<file path="config.mk">
export PLATFORM = sky130hd
export DESIGN_NAME = usq_front
export DESIGN_NICKNAME = d
export VERILOG_FILES = /design/src/hw/rtl/uniform_step_quantizer_assert.svh /design/src/hw/rtl/usq_pkg.sv /design/src/hw/rtl/usq_front.sv
export SDC_FILE = /design/constraint.sdc
export NUM_CORES = 1
export LEC_CHECK = 0
export ABC_AREA = 1
export CAP_MARGIN = 0
export CORE_AREA = 2 2 164 166
export CTS_CLUSTER_SIZE = 25
export DETAILED_ROUTE_END_ITERATION = 8
export DIE_AREA = 0 0 166 168
export DONT_BUFFER_PORTS = 1
export PLACE_DENSITY_LB_ADDON = 0.1
export SYNTH_ARGS = -nofsm -noshare
export SYNTH_HDL_FRONTEND = slang
export SYNTH_SLANG_ARGS = --single-unit
</file>
<file path="constraint.sdc">
create_clock -name clk_i -period 5.2 [get_ports clk_i]
set_clock_uncertainty 0.15 [all_clocks]
set_input_delay 0.26 -clock clk_i [delete_from_list [all_inputs] [get_ports clk_i]]
set_output_delay 0.26 -clock clk_i [all_outputs]
set_load 0.02 [all_outputs]
</file>
<file path="src/hw/rtl/uniform_step_quantizer_assert.svh">
// Assertion macros used by the quantizer top level.
`ifndef UNIFORM_STEP_QUANTIZER_ASSERT_SVH
`define UNIFORM_STEP_QUANTIZER_ASSERT_SVH

// Same-cycle implication, sampled on clk_i, off while rst_ni is low.
`define USQ_ASSERT_IMPLY(lbl, ante, cons, msg) \
  lbl: assert property (@(posedge clk_i) disable iff (!rst_ni) (ante) |-> (cons)) \
    else $error(msg);

// Next-cycle implication, sampled on clk_i, off while rst_ni is low.
`define USQ_ASSERT_NEXT(lbl, ante, cons, msg) \
  lbl: assert property (@(posedge clk_i) disable iff (!rst_ni) (ante) |=> (cons)) \
    else $error(msg);

`endif

</file>
<file path="src/hw/rtl/usq_pkg.sv">
// Shared widths, beat type and level helpers for the step quantizer.
`timescale 1ns / 1ps

package usq_pkg;

  localparam int unsigned SampleW      = 32;
  localparam int unsigned StepW        = 32;
  localparam int unsigned MaxLevelBits = 16;
  localparam int unsigned LevelBitsW   = 5;
  localparam int unsigned IndexW       = 16;
  localparam int unsigned AmpW         = 49;

  // One quotient bit per cell; the top bit only flags saturation.
  localparam int unsigned QuotW    = MaxLevelBits + 1;
  localparam int unsigned NumCells = QuotW;
  // Remainder and divisor span step << MaxLevelBits; offset sample is one bit wider.
  localparam int unsigned RemW     = StepW + MaxLevelBits;
  localparam int unsigned OffW     = RemW + 1;
  localparam int unsigned CoefW    = QuotW + 2;

  localparam logic [LevelBitsW-1:0] LevelBitsReset = LevelBitsW'(8);

  typedef struct packed {
    logic [RemW-1:0]  rem;
    logic [RemW-1:0]  dvs;
    logic [StepW-1:0] step;
    logic [QuotW-1:0] quot;
    logic             neg;
    logic             err;
  } div_beat_t;

  // Saturate the register to 1..MaxLevelBits.
  function automatic logic [LevelBitsW-1:0] eff_bits(input logic [LevelBitsW-1:0] raw);
    logic [LevelBitsW-1:0] b;
    b = raw;
    if (b == '0) begin
      b = LevelBitsW'(1);
    end else if (b > LevelBitsW'(MaxLevelBits)) begin
      b = LevelBitsW'(MaxLevelBits);
    end
    return b;
  endfunction

  // Highest level index, 2^bits - 1.
  function automatic logic [QuotW-1:0] level_max(input logic [LevelBitsW-1:0] raw);
    return (QuotW'(1) << eff_bits(raw)) - QuotW'(1);
  endfunction

endpackage

</file>
<file path="src/hw/rtl/usq_front.sv">
// Entry stage: shifts the sample up by half the level range and sets up the divisor.
`timescale 1ns / 1ps

module usq_front (
  input  logic                                clk_i,
  input  logic                                rst_ni,
  input  logic [usq_pkg::LevelBitsW-1:0]      level_bits_i,
  input  logic                                valid_i,
  output logic                                ready_o,
  input  logic signed [usq_pkg::SampleW-1:0]  sample_i,
  input  logic [usq_pkg::StepW-1:0]           step_i,
  output logic                                valid_o,
  input  logic                                ready_i,
  output usq_pkg::div_beat_t                  beat_o
);

  logic [usq_pkg::LevelBitsW-1:0] half_sh;
  logic [usq_pkg::RemW-1:0]       half_off;
  logic signed [usq_pkg::OffW-1:0] off_sum;
  usq_pkg::div_beat_t             beat_d, beat_q;
  logic                           valid_q;

  // sample + step * L/2, exact in the wide signed domain
  assign half_sh  = usq_pkg::eff_bits(level_bits_i) - usq_pkg::LevelBitsW'(1);
  assign half_off = usq_pkg::RemW'(step_i) << half_sh;
  assign off_sum  = $signed({{(usq_pkg::OffW - usq_pkg::SampleW){sample_i[usq_pkg::SampleW-1]}},
                             sample_i})
                  + $signed({1'b0, half_off});

  always_comb begin
    beat_d      = '0;
    beat_d.rem  = off_sum[usq_pkg::RemW-1:0];
    beat_d.neg  = off_sum[usq_pkg::OffW-1];
    beat_d.dvs  = usq_pkg::RemW'(step_i) << usq_pkg::MaxLevelBits;
    beat_d.step = step_i;
    beat_d.quot = '0;
    beat_d.err  = (step_i == '0);
  end

  assign ready_o = !valid_q || ready_i;

  always_ff @(posedge clk_i or negedge rst_ni) begin
    if (!rst_ni) begin
      valid_q <= 1'b0;
    end else if (ready_o) begin
      valid_q <= valid_i;
    end
  end

  always_ff @(posedge clk_i) begin
    if (ready_o && valid_i) begin
      beat_q <= beat_d;
    end
  end

  assign valid_o = valid_q;
  assign beat_o  = beat_q;

endmodule

</file>
==> results.json <==
{
  "synth_ff_type": "edfxtp_1",
  "viasPerCell": 5.28,
  "cts.clk_slew.worst_paths_ps": 70,
  "start_util_pct": 34.2,
  "drive_gt1_share_pct": 3.10,
  "grt_pass1_wl_mm": 49.7,
  "final-setup-viol-count": 0,
  "synth-seq-cells": 83,
  "dp_cells": 1671,
  "synth.most_common_cell": "nand2_1",
  "status": "finished, final reports clean",
  "crit_type": "primary input to register",
  "multi_input_area_mm2": 0.00543,
  "synthDistinctLibCells": 39,
  "vdd_ir_drop_max_uv": 200,
  "grtUsageMet1_pct": 32.3,
  "p_leak_nw": 4.65,
  "cap_violations": 0,
  "p_per_area_mw_per_mm2": 328,
  "layout.nets": 1504,
  "pin_count": 222,
  "timing.final.ws_setup_ps": 559,
  "place_ws_ps": 452,
  "n_antenna_cell": 0,
  "core_area_mm2": 0.0264,
  "holdPathStages": 3,
  "slew_headroom_pct": 49.3,
  "vias": 9117,
  "root_buffer": "clkbuf_16",
  "fin_crit_ps": 4640,
  "finalHoldViolations": 0,
  "ys_seq_area_share_pct": 27.6,
  "grt_antenna_before_repair": 1,
  "drv_slew": 0,
  "avgSynthCellArea_um2": 6.48,
  "busiest_layer": "met2",
  "synth_area_mm2": 0.00900,
  "yosys_warnings": 0,
  "rsz0062_at_grt": "false",
  "synth_area_leaders": "edfxtp_1 27%, nand2_1 16%, nand3_1 15%",
  "reg2regPathDepth": 2,
  "hold_path_class": "primary input to register",
  "rows": 60,
  "track_usage_pct": 23.0,
  "use_met2_pct": 37.5,
  "grt_overflow_total": 0,
  "drt_iter0_drc": 898,
  "use_met3_pct": 3.24,
  "startpoint_type": "primary input",
  "timing.setup.tns_ps": 0,
  "clk_path_buf_depth": 2,
  "routed_wl_mm": 32.6,
  "clock-sinks": 83,
  "seq_area_mm2": 0.00249,
  "gp_congestion": 0.952,
  "fin_cells": 1726,
  "synth_edf_count": 82,
  "worstSkewPairLatency_ps": 350,
  "die_area_mm2": 0.0279,
  "n_fill_cell": 2887,
  "route.detailed.drc": 0,
  "grt_pass1_vias": 8575,
  "wl_per_cell_um": 18.9,
  "tightest_slew_ps": 760,
  "die_h_um": 168,
  "fmax_ghz": 0.215,
  "cts.htree.levels": 3,
  "postSynthCellCount": 1388,
  "required_ps": 5160,
  "grt_max_degree": 55,
  "port_buffers": 0,
  "p_total_mw": 3.18,
  "timing.final.crit_share_pct": 89.3,
  "syn_to_final_growth_pct": 7.67,
  "cp.arrival_ps": 4600,
  "yosysTopAreaCellShare_pct": 27.4,
  "die_w_um": 166,
  "crit_path_end_kind": "register",
  "dpl.hpwl_mm": 26.5,
  "crit_fanout": 24,
  "numCtsBuffers": 9,
  "cts_tree": "built",
  "yosysTopAreaCell": "edfxtp_1",
  "synth-async-reset-ratio_pct": 1.20,
  "drt_first_pass_iters": 6,
  "ant_nets": 0,
  "synth_commonest_cells": "393 x nand2_1, 276 x nand3_1, 147 x inv_1, 98 x nor2_1, 82 x edfxtp_1"
}
-- routing by layer --
layer  vias to the layer above  routed length, um
met5                         -                 16
met4                         2                590
met3                        31               1880
met2                       301              14700
met1                      4255              15500
li1                       4528                  -
-- stage by stage --
stage	cell area [um^2]	hold WS, ps	utilization, %
finish	9690	81.6	36.8
global placement	9000	-186	34.2
global route	9690	87.7	36.8
floorplan	9120	-186	-
detailed placement	9000	-186	34.2
CTS	9690	70.2	36.8
-- path summary, 6_finish.rpt --
| kind | slack [ps] | end | startpoint |
|---|---|---|---|
| worst min register to register | 700 | valid_o | valid_o |
| min in group asynchronous | 510 | valid_o | rst_ni |
| max in group asynchronous | 4290 | valid_o | rst_ni |
| worst min-delay path | 80 | beat_o[0] | step_i[10] |
| worst max-delay path | 560 | beat_o[1] | level_bits_i[2] |
| worst max register to register | 3340 | beat_o[126] | valid_o |
-- state kept, by name, indices dropped and copies added (netlist names) --
register  flops
beat_o       82
valid_o       1
-- layout make-up --
class | instances | share of cell area [%]
Tap cell | 341 | 4.40
Multi-Input combinational cell | 1085 | 56.0
Clock inverter | 5 | 0.387
Timing Repair Buffer | 50 | 5.01
Sequential cell | 83 | 25.7
Clock buffer | 11 | 2.61
Inverter | 151 | 5.87
-- critical path, stage by stage --
cell and delay (ps):
nor2_1 140, nand2_1 90, nand2_2 180, nand2_1 270, ha_1 390, xor2_4 220
inv_2 230, buf_12 210, nand3_1 120, nand3_1 150, nand3_1 120, nand2_1 100
inv_1 50, ha_1 380, inv_1 100, o21ai_1 260, a21boi_0 200, o21ai_0 290
a21oi_1 140, nand4_1 90, nand2_1 50, dlygate4sd3_1 540
-- placed cells by master, fill, tap and decap left out, types with 2 or more instances in the layout --
cell / n
edfxtp_1: 82
inv_2: 3
buf_4: 10
nand2_1: 393
nand3_1: 276
clkinvlp_4: 2
conb_1: 33
nor4_1: 8
o21bai_1: 3
nor2_1: 97
o21ai_0: 42
clkbuf_8: 2
a21o_1: 3
clkbuf_16: 9
clkinv_4: 2
and3_1: 2
nand3b_1: 6
nand4_1: 27
and2_1: 2
a21oi_1: 79
dlygate4sd3_1: 39
ha_1: 50
inv_1: 147
nor2_2: 2
a21boi_0: 2
xnor2_1: 10
xor2_1: 21
nor3_1: 12
nand2_2: 4
-- what timing repair did --
action	CTS	global route
setup endpoints to repair	0	1
hold endpoints to repair	37	0
hold buffers	39	0
gates resized for setup	0	4
buffers inserted	0	0
-- where the power goes --
| group | switching [mW] | leakage (nW) | internal, mW |
|---|---|---|---|
| sequential | 0.163 | 0.794 | 0.885 |
| clock | 0.311 | 0.138 | 0.352 |
| combinational | 1.00 | 3.72 | 0.462 |
-- cells by family after synthesis --
group | synth area share [%]
other | 0.0417
buffers and inverters | 13.5
flip-flops | 27.6
AO/OA/AOI/OAI | 8.02
XOR/XNOR | 3.32
adder cells (fa/ha/maj) | 7.17
AND/OR/NAND/NOR | 40.3
Note: power is estimated with default switching activity, not from simulation.
