==> config.mk <==
export PLATFORM = sky130hd
export DESIGN_NAME = usq_cell
export DESIGN_NICKNAME = d
export VERILOG_FILES = /design/src/hw/rtl/uniform_step_quantizer_assert.svh /design/src/hw/rtl/usq_pkg.sv /design/src/hw/rtl/usq_cell.sv
export SDC_FILE = /design/constraint.sdc
export NUM_CORES = 1
export LEC_CHECK = 0
export ABC_AREA = 1
export BUFFER_PORTS_ARGS = -buffer_cell sky130_fd_sc_hd__buf_2
export CAP_MARGIN = 20
export CORE_ASPECT_RATIO = 1.75
export CORE_MARGIN = 2
export CORE_UTILIZATION = 57
export DETAILED_ROUTE_END_ITERATION = 8
export GPL_TIMING_DRIVEN = 0
export HOLD_SLACK_MARGIN = 0.15
export PLACE_DENSITY = 0.92
export SETUP_SLACK_MARGIN = 0.4
export SLEW_MARGIN = 20
export SYNTH_ARGS = -nofsm -noshare
export SYNTH_HDL_FRONTEND = slang
export SYNTH_SLANG_ARGS = --single-unit
==> constraint.sdc <==
create_clock -name clk_i -period 12.6 [get_ports clk_i]
set_input_delay 3.15 -clock clk_i [delete_from_list [all_inputs] [get_ports clk_i]]
set_output_delay 3.15 -clock clk_i [all_outputs]
set_load 0.01 [all_outputs]
==> src/hw/rtl/uniform_step_quantizer_assert.svh <==
// Assertion macros used by the quantizer top level.
`ifndef UNIFORM_STEP_QUANTIZER_ASSERT_SVH
`define UNIFORM_STEP_QUANTIZER_ASSERT_SVH

// Same-cycle implication, sampled on clk_i, off while rst_ni is low.
`define USQ_ASSERT_IMPLY(lbl, ante, cons, msg) \
  lbl: assert property (@(posedge clk_i) disable iff (!rst_ni) (ante) |-> (cons)) \
    else $error(msg);

// Next-cycle implication, sampled on clk_i, off while rst_ni is low.
`define USQ_ASSERT_NEXT(lbl, ante, cons, msg) \
  lbl: assert property (@(posedge clk_i) disable iff (!rst_ni) (ante) |=> (cons)) \
    else $error(msg);

`endif

==> src/hw/rtl/usq_pkg.sv <==
// Shared widths, beat type and level helpers for the step quantizer.
`timescale 1ns / 1ps

package usq_pkg;

  localparam int unsigned SampleW      = 32;
  localparam int unsigned StepW        = 32;
  localparam int unsigned MaxLevelBits = 16;
  localparam int unsigned LevelBitsW   = 5;
  localparam int unsigned IndexW       = 16;
  localparam int unsigned AmpW         = 49;

  // One quotient bit per cell; the top bit only flags saturation.
  localparam int unsigned QuotW    = MaxLevelBits + 1;
  localparam int unsigned NumCells = QuotW;
  // Remainder and divisor span step << MaxLevelBits; offset sample is one bit wider.
  localparam int unsigned RemW     = StepW + MaxLevelBits;
  localparam int unsigned OffW     = RemW + 1;
  localparam int unsigned CoefW    = QuotW + 2;

  localparam logic [LevelBitsW-1:0] LevelBitsReset = LevelBitsW'(8);

  typedef struct packed {
    logic [RemW-1:0]  rem;
    logic [RemW-1:0]  dvs;
    logic [StepW-1:0] step;
    logic [QuotW-1:0] quot;
    logic             neg;
    logic             err;
  } div_beat_t;

  // Saturate the register to 1..MaxLevelBits.
  function automatic logic [LevelBitsW-1:0] eff_bits(input logic [LevelBitsW-1:0] raw);
    logic [LevelBitsW-1:0] b;
    b = raw;
    if (b == '0) begin
      b = LevelBitsW'(1);
    end else if (b > LevelBitsW'(MaxLevelBits)) begin
      b = LevelBitsW'(MaxLevelBits);
    end
    return b;
  endfunction

  // Highest level index, 2^bits - 1.
  function automatic logic [QuotW-1:0] level_max(input logic [LevelBitsW-1:0] raw);
    return (QuotW'(1) << eff_bits(raw)) - QuotW'(1);
  endfunction

endpackage

==> src/hw/rtl/usq_cell.sv <==
// Division cell: one restoring quotient bit per beat, divisor halves on the way out.
`timescale 1ns / 1ps

module usq_cell (
  input  logic               clk_i,
  input  logic               rst_ni,
  input  logic               valid_i,
  output logic               ready_o,
  input  usq_pkg::div_beat_t beat_i,
  output logic               valid_o,
  input  logic               ready_i,
  output usq_pkg::div_beat_t beat_o
);

  logic               fits;
  usq_pkg::div_beat_t beat_d, beat_q;
  logic               valid_q;

  assign fits = (beat_i.rem >= beat_i.dvs);

  always_comb begin
    beat_d      = beat_i;
    beat_d.rem  = fits ? (beat_i.rem - beat_i.dvs) : beat_i.rem;
    beat_d.dvs  = beat_i.dvs >> 1;
    beat_d.quot = {beat_i.quot[usq_pkg::QuotW-2:0], fits};
  end

  assign ready_o = !valid_q || ready_i;

  always_ff @(posedge clk_i or negedge rst_ni) begin
    if (!rst_ni) begin
      valid_q <= 1'b0;
    end else if (ready_o) begin
      valid_q <= valid_i;
    end
  end

  always_ff @(posedge clk_i) begin
    if (ready_o && valid_i) begin
      beat_q <= beat_d;
    end
  end

  assign valid_o = valid_q;
  assign beat_o  = beat_q;

endmodule

==> results.toml, run 1 <==
[power_and_ir_drop]
power_density_nw_per_um2 = 118
p_leak_uw = 0.00660
power_uw = 1440
peakVddDrop_mv = 0.0803

[synth]
async_flop_share = 0.00680
synth-edff-count = 146
syn-cell-area_um2 = 9680
ys_ff_latch = 147
synth_nets = 1481
syn_inst = 1281
yosys.cell_types.count = 41
synth_warnings = 0
synth_flop_cell = "edfxtp_1"
synth.avg_cell_area_um2 = 7.56
seq_area_frac_synth = 0.455

[clock_network]
clk_latency_ns = 0.43
numCtsBuffers = 17
cts_setup_buffers = 0
cts_tree = "yes"
cts_resized = 0
clock_sinks = 147
cts.clk_slew.worst_paths_ns = 0.06
htreeDepth = 4
cts_hold_buf = 0
cts_root_buf = "clkbuf_16"
clk_path_buf_depth = 2

[finish]
final_net_count = 1803
antenna_cells = 0
final_area_um2 = 12200
stdcell_count = 1842
syn_to_final_growth_pct = 25.8
final_common_cell = "nand2_1"
layout_common_cells = "nand2_1 (454), inv_1 (302), buf_2 (302), edfxtp_1 (146), nor2_1 (86)"
drive_gt1_frac = 0.235

[placed_design]
detailed_place_hpwl_um = 26800
dp_cells = 1811
io_buffers = 297
postPlaceCellArea_um2 = 11600
place_ws_ns = 5.84
place.gp.congestion = 1.03

[timing]
fmax_mhz = 148
setup_violations = 0
maxSlewViolCount = 0
rsz0062_at_grt = "no"
fin_skew_ns = 0.00670
setup_ws_ns = 5.84
worst_pin_slew_ns = 0.517
slew-limit-headroom = 0.654
hold_ws_ns = 0.583
hold_viol_final = 0
period_share = 0.536
min_period_ns = 6.76

[run]
maxCapViolations = 0

[setup_path]
path_cells = "buf_2, inv_1, nand2_1, buf_2"
critPathCaptureType = "output port"
cpPeakStageDelay_ns = 0.14
crit_family = "buffers and inverters"
crit_fanout = 2
criticalPathCategory = "primary input to output port"
crit_arrival_ns = 3.61
crit_path_top_delay_cell = "buf_2"
crit_path_start_kind = "primary input"
path_buf_inv = 3
cp_common_cell = "buf_2"
critPathRequiredTime_ns = 9.45

[route]
num_vias = 9421
post-route-drc-count = 0
drt_iter0_markers = 522
wire_per_inst_um = 17.8
wirelength_um = 32800
viasPerCell = 5.11
route.antenna.remaining_nets = 0
drtPass1Iterations = 7

[grt]
grt_usage = 0.360
grt_antenna_before_repair = 0
grt_pass1_wl_um = 48000
overflow = 0
grt_max_degree = 28
grt_pass1_vias = 9480

[floorplan]
ioPinCount = 300
die-area_um2 = 18100
fp.dieH_um = 176
die_x_um = 103
start_util = 0.577
core_region_area_um2 = 16800
row_count = 63

[min_path]
hp-class = "flop to flop"

[outcome]
status = "finished, final reports clean"
[final timing paths]
| path | start | end | slack (ns) | cells past startpoint |
|---|---|---|---|---|
| worst min-delay path | valid_o$_DFFE_PN0N_ | valid_o$_DFFE_PN0N_ | 0.58 | 2 |
| max in group asynchronous | rst_ni | valid_o$_DFFE_PN0N_ | 10.04 | 1 |
| worst min register to register | valid_o$_DFFE_PN0N_ | valid_o$_DFFE_PN0N_ | 0.58 | 2 |
| worst max register to register | valid_o$_DFFE_PN0N_ | beat_o[96]$_DFFE_PP_ | 10.89 | 4 |
| min in group asynchronous | rst_ni | valid_o$_DFFE_PN0N_ | 2.48 | 1 |
| worst max-delay path | ready_i | ready_o | 5.84 | 4 |
[metrics by stage]
stage	TNS, ns	utilization
after detailed placement	0	0.693
after global placement	-76.50	0.682
after floorplan	0	-
after CTS	0	0.725
after global routing	0	0.725
final	0	0.725
[worst min-delay path, cell delays in order, from the launching register on]
cell	delay, ns
dfrtp_1	0.41
nand2_1	0.09
nand2_1	0.06
[cells by family (layout without fill, tap and decap cells)]
kind of cell | after synthesis | after routing | share of synthesized area
flip-flops | 147 | 147 | 0.455
buffers and inverters | 330 | 664 | 0.135
other | 1 | 1 | 0.000387
adder cells (fa/ha/maj) | 49 | 49 | 0.0641
AO/OA/AOI/OAI | 57 | 57 | 0.0304
XOR/XNOR | 25 | 25 | 0.0226
AND/OR/NAND/NOR | 672 | 672 | 0.292
[per-layer routing]
metal  up-vias  track usage  wire [um]
met3       137       0.0645       2190
met1      4168        0.326      10500
met4         0        0.265       2690
li1       4614            -          -
met5         -            0          0
met2       502        0.679      17400
[Yosys cell counts, types with 5 or more instances]
library cell | count | area share
inv_2 | 7 | 0.0027
nand3_1 | 64 | 0.033
nor2_1 | 86 | 0.033
ha_1 | 48 | 0.062
o21ai_1 | 24 | 0.012
nor2_2 | 6 | 0.0039
nand4_1 | 35 | 0.023
nand2_1 | 454 | 0.18
a21oi_1 | 28 | 0.014
inv_1 | 302 | 0.12
xor2_1 | 24 | 0.022
nand2_2 | 8 | 0.0052
edfxtp_1 | 146 | 0.45
buf_2 | 5 | 0.0026
[power breakdown]
part | switching (uW) | total [uW] | internal (uW)
Combinational | 242 | 372 | 130
Sequential | 9.05 | 593 | 584
Clock | 221 | 477 | 256
Total | 472 | 1440 | 971
[sequential cells by signal, indices dropped and copies added (netlist names)]
register  count
beat_o      146
valid_o       1
[layout make-up]
cell class	count	area, um^2
Tap cell	227	284
Timing Repair Buffer	303	1650
Clock buffer	17	425
Inverter	313	1170
Buffer	17	135
Fill cell	1348	4610
Multi-Input combinational cell	804	3980
Clock inverter	14	124
Sequential cell	147	4410
Power figures use the tool's default switching activity.
==> run 2, diff against run 1 <==
- CORE_UTILIZATION: 57 -> 53
- PLACE_DENSITY: 0.92 -> 0.86
- clock period: 12.6 -> 6.65 ns (I/O delays scaled with it)
==> results.toml, run 2 (synthesized netlist as in run 1, its figures left out) <==
[floorplan]
ioPinCount = 300
start_util = 0.539
fp.dieH_um = 183
row_count = 65
core_region_area_um2 = 18000
die_x_um = 106
die-area_um2 = 19400

[power_and_ir_drop]
power_density_nw_per_um2 = 235
p_leak_uw = 0.00665
peakVddDrop_mv = 0.153

[setup_path]
r2r-end = "beat_o[125]$_DFFE_PP_"
criticalPathCategory = "primary input to output port"
r2r_start = "valid_o$_DFFE_PN0N_"
endpoint = "ready_o"
r2r_cells = 4
ff2ff_setup_slack_ns = 4.74
cp_common_cell = "buf_2"
crit_start = "ready_i"
worst-path-stages = 4
path_buf_inv = 3
crit_arrival_ns = 2.08
crit_family = "buffers and inverters"
crit_path_top_delay_cell = "buf_2"
critPathCaptureType = "output port"
crit_fanout = 2
path_cells = "buf_2, inv_1, nand2_1, buf_2"
critPathRequiredTime_ns = 4.99
cpPeakStageDelay_ns = 0.14
crit_path_start_kind = "primary input"

[min_path]
worstHoldStart = "valid_o$_DFFE_PN0N_"
hp-class = "flop to flop"

[route]
wire_per_inst_um = 17.4
post-route-drc-count = 0
drtPass1Iterations = 6
num_vias = 9416
route.antenna.remaining_nets = 0
wirelength_um = 32200
drt_iter0_markers = 658
viasPerCell = 5.09

[clock_network]
cts_hold_buf = 0
htreeDepth = 4
cts_root_buf = "clkbuf_16"
clk_latency_ns = 0.44
cts_setup_buffers = 0
cts_resized = 0
cts_tree = "yes"
clk_path_buf_depth = 2
numCtsBuffers = 17
clock_sinks = 147
cts.clk_slew.worst_paths_ns = 0.06

[finish]
layout_common_cells = "nand2_1 (454), inv_1 (302), buf_2 (302), edfxtp_1 (146), nor2_1 (86)"
final_net_count = 1803
final_common_cell = "nand2_1"
fillCellCount = 1556
syn_to_final_growth_pct = 26.8
largest_register_ffs = 146
antenna_cells = 0
fin_util = 0.683
drive_gt1_frac = 0.235

[grt]
grt_usage = 0.331
grt_pass1_vias = 9303
grt_antenna_before_repair = 0
grt_pass1_wl_um = 47800
overflow = 0
grt_max_degree = 28

[timing]
slew-limit-headroom = 0.617
fin_skew_ns = 0.00887
maxSlewViolCount = 0
min_period_ns = 3.74
hold_viol_final = 0
setup_violations = 0
fmax_mhz = 267
worst_pin_slew_ns = 0.573
period_share = 0.562
tns_ns = 0
rsz0062_at_grt = "no"

[placed_design]
detailed_place_hpwl_um = 26200
place.gp.congestion = 0.965
io_buffers = 297

[outcome]
status = "finished, final reports clean"

[run]
maxCapViolations = 0
run 2: cell count changes in the layout (fill, tap and decap cells not counted):
cell and change:
clkinv_4 +2, clkinv_8 -1, inv_6 -3, bufinv_16 +4
clkbuf_8 +1, inv_8 +1, clkinvlp_4 -4, clkbuf_1 +1
run 2: power breakdown:
| part | internal (uW) | switching (uW) | leakage, uW |
|---|---|---|---|
| clock network | 647 | 411 | 0.000316 |
| logic | 247 | 452 | 0.00493 |
| registers | 1110 | 17.1 | 0.00141 |
| total | 2000 | 880 | 0.00665 |
run 2: worst min path at each step:
stage	end	depth (start not counted)
2_1_floorplan	valid_o$_DFFE_PN0N_	2
3_3_place_gp	valid_o$_DFFE_PN0N_	2
3_5_place_dp	valid_o$_DFFE_PN0N_	2
4_1_cts	valid_o$_DFFE_PN0N_	2
5_1_grt	valid_o$_DFFE_PN0N_	2
6_report	valid_o$_DFFE_PN0N_	2
run 2: worst reg2reg max path, delay by kind of cell (launching register included):
family                 cells  cell delay, ns
AO/OA/AOI/OAI              1            0.51
buffers and inverters      3            0.66
flip-flops                 1            0.43
run 2: cell type report:
type	instances	area, um^2	area share
flip-flops and latches	147	4410	0.359
multi-input cells	804	3980	0.324
repair buffers	303	1650	0.134
inverters	313	1170	0.0957
clock buffers	19	443	0.0361
well taps	234	293	0.0238
clock inverters	13	200	0.0163
plain buffers	17	135	0.0110
run 2: metal layers:
metal	track usage	vias to the layer above	routed length (um)
met1	0.304	4170	10100
li1	-	4618	-
met5	0	-	0
met4	0.235	0	2530
met2	0.631	489	17400
met3	0.0654	139	2200
run 2: metrics by stage:
stage	instances	total power [uW]	hold slack (ns)	worst slack, ns	area [um^2]
2_1_floorplan	1281	1560	0.671	2.03	9690
3_3_place_gp	1812	1800	0.571	1.17	11500
3_5_place_dp	1818	1830	0.607	2.58	11600
4_1_cts	1850	2880	0.621	2.91	12300
5_1_grt	1850	2990	0.663	2.83	12300
6_report	1850	2880	0.616	2.91	12300
==> run 3, diff against run 2 <==
- CORE_UTILIZATION: 53 -> 47
- PLACE_DENSITY: 0.86 -> 0.81
- clock period: 6.65 -> 3.4 ns (I/O delays scaled with it)
==> results.toml, run 3 (synthesized netlist as in run 1, its figures left out) <==
[power_and_ir_drop]
peakVddDrop_mv = 0.458
power_uw = 5590
power_density_nw_per_um2 = 454
p_leak_uw = 0.00665

[setup_path]
crit_arrival_ns = 3.17
criticalPathCategory = "primary input to flop"
r2r_cells = 4
endpoint = "beat_o[141]$_DFFE_PP_"
r2r-end = "beat_o[118]$_DFFE_PP_"
critPathRequiredTime_ns = 3.69
crit_path_start_kind = "primary input"
critPathCaptureType = "flop"
r2r_start = "valid_o$_DFFE_PN0N_"
ff2ff_setup_slack_ns = 1.45
crit_start = "beat_i[99]"
crit_fanout = 10

[clock_network]
numCtsBuffers = 17
cts.clk_slew.worst_paths_ns = 0.06
cts_tree = "yes"
htreeDepth = 4
cts_root_buf = "clkbuf_16"
cts_hold_buf = 0
cts_setup_buffers = 0
clk_path_buf_depth = 2
clock_sinks = 147
clk_latency_ns = 0.43

[finish]
final_net_count = 1803
antenna_cells = 0
largest_register_ffs = 146
final_common_cell = "nand2_1"
fillCellCount = 1859
syn_to_final_growth_pct = 27.2
layout_common_cells = "nand2_1 (454), buf_2 (302), inv_1 (300), edfxtp_1 (146), nor2_1 (85)"
fin_util = 0.607
drive_gt1_frac = 0.238

[timing]
fin_skew_ns = 0.00684
slew-limit-headroom = 0.555
fmax_mhz = 348
min_period_ns = 2.87
setup_violations = 0
hold_viol_final = 0
maxSlewViolCount = 0
period_share = 0.845
rsz0062_at_grt = "no"
hold_ws_ns = 0.181
worst_pin_slew_ns = 0.667

[grt]
grt_pass1_wl_um = 47500
grt_antenna_before_repair = 0
grt_pass1_vias = 9079
overflow = 0
grt_max_degree = 27
grt_usage = 0.287

[floorplan]
fp.dieH_um = 194
ioPinCount = 300
row_count = 69
die-area_um2 = 21800
die_x_um = 113
start_util = 0.477
core_region_area_um2 = 20300

[route]
drtPass1Iterations = 5
viasPerCell = 4.84
drt_iter0_markers = 702
num_vias = 9017
wirelength_um = 31100
post-route-drc-count = 0
wire_per_inst_um = 16.7
route.antenna.remaining_nets = 0

[placed_design]
io_buffers = 297
detailed_place_hpwl_um = 26100
place.gp.congestion = 0.943

[run]
maxCapViolations = 0

[min_path]
hp-class = "primary input to asynchronous set/reset pin"

[outcome]
status = "finished, final reports clean"
==> run 3: how the worst min path moves through the flow <==
stage	start	slack (ns)	cells after the start	to
2_1_floorplan	rst_ni	0.55	0	valid_o$_DFFE_PN0N_
3_3_place_gp	valid_o$_DFFE_PN0N_	0.57	2	valid_o$_DFFE_PN0N_
3_5_place_dp	valid_o$_DFFE_PN0N_	0.56	2	valid_o$_DFFE_PN0N_
4_1_cts	rst_ni	0.16	1	valid_o$_DFFE_PN0N_
5_1_grt	rst_ni	0.16	1	valid_o$_DFFE_PN0N_
6_report	rst_ni	0.18	1	valid_o$_DFFE_PN0N_
==> run 3: critical path: stages <==
cell,delay [ns]
buf_2,0.08
inv_1,0.05
ha_1,0.20
fa_1,0.43
inv_1,0.07
nand2_1,0.05
nand2_1,0.06
nand3_1,0.06
nand2_1,0.15
nand2_1,0.08
nand2_2,0.18
nand2_4,0.15
nand4_4,0.15
buf_12,0.15
buf_6,0.17
nand3_1,0.17
nand2_1,0.10
==> run 3: repair_timing <==
| action | in CTS | in global routing |
|---|---|---|
| resized for setup | 0 | 2 |
| hold endpoints to repair | 0 | 0 |
| endpoints found under the setup margin | 0 | 1 |
==> run 3: layout make-up <==
type	instances	area, um^2	area share
Buffer	17	135	0.0110
Multi-Input combinational cell	804	3980	0.323
Clock inverter	13	198	0.0161
Inverter	313	1190	0.0964
Tap cell	248	310	0.0252
Timing Repair Buffer	303	1650	0.134
Sequential cell	147	4410	0.358
Clock buffer	19	443	0.0360
==> run 3: metrics by stage <==
| step | instances | cell area [um^2] | TNS (ns) | setup slack (ns) |
|---|---|---|---|---|
| finish | 1864 | 12300 | 0 | 0.526 |
| global route | 1864 | 12300 | 0 | 0.415 |
| CTS | 1864 | 12300 | 0 | 0.500 |
| detailed placement | 1832 | 11700 | 0 | 0.0599 |
| global placement | 1826 | 11500 | -185.33 | -1.29 |
| floorplan | 1281 | 9710 | -44.38 | -0.304 |
==> run 3: metal layers <==
layer,global-route usage,share of wire
met5,0,0
met4,0.144,0.046
met3,0.0397,0.047
met2,0.573,0.57
met1,0.276,0.33
==> run 3: power breakdown <==
| group | internal (uW) | switching, uW |
|---|---|---|
| clock network | 1260 | 782 |
| registers | 2160 | 28.4 |
| logic | 483 | 869 |
| total | 3910 | 1680 |
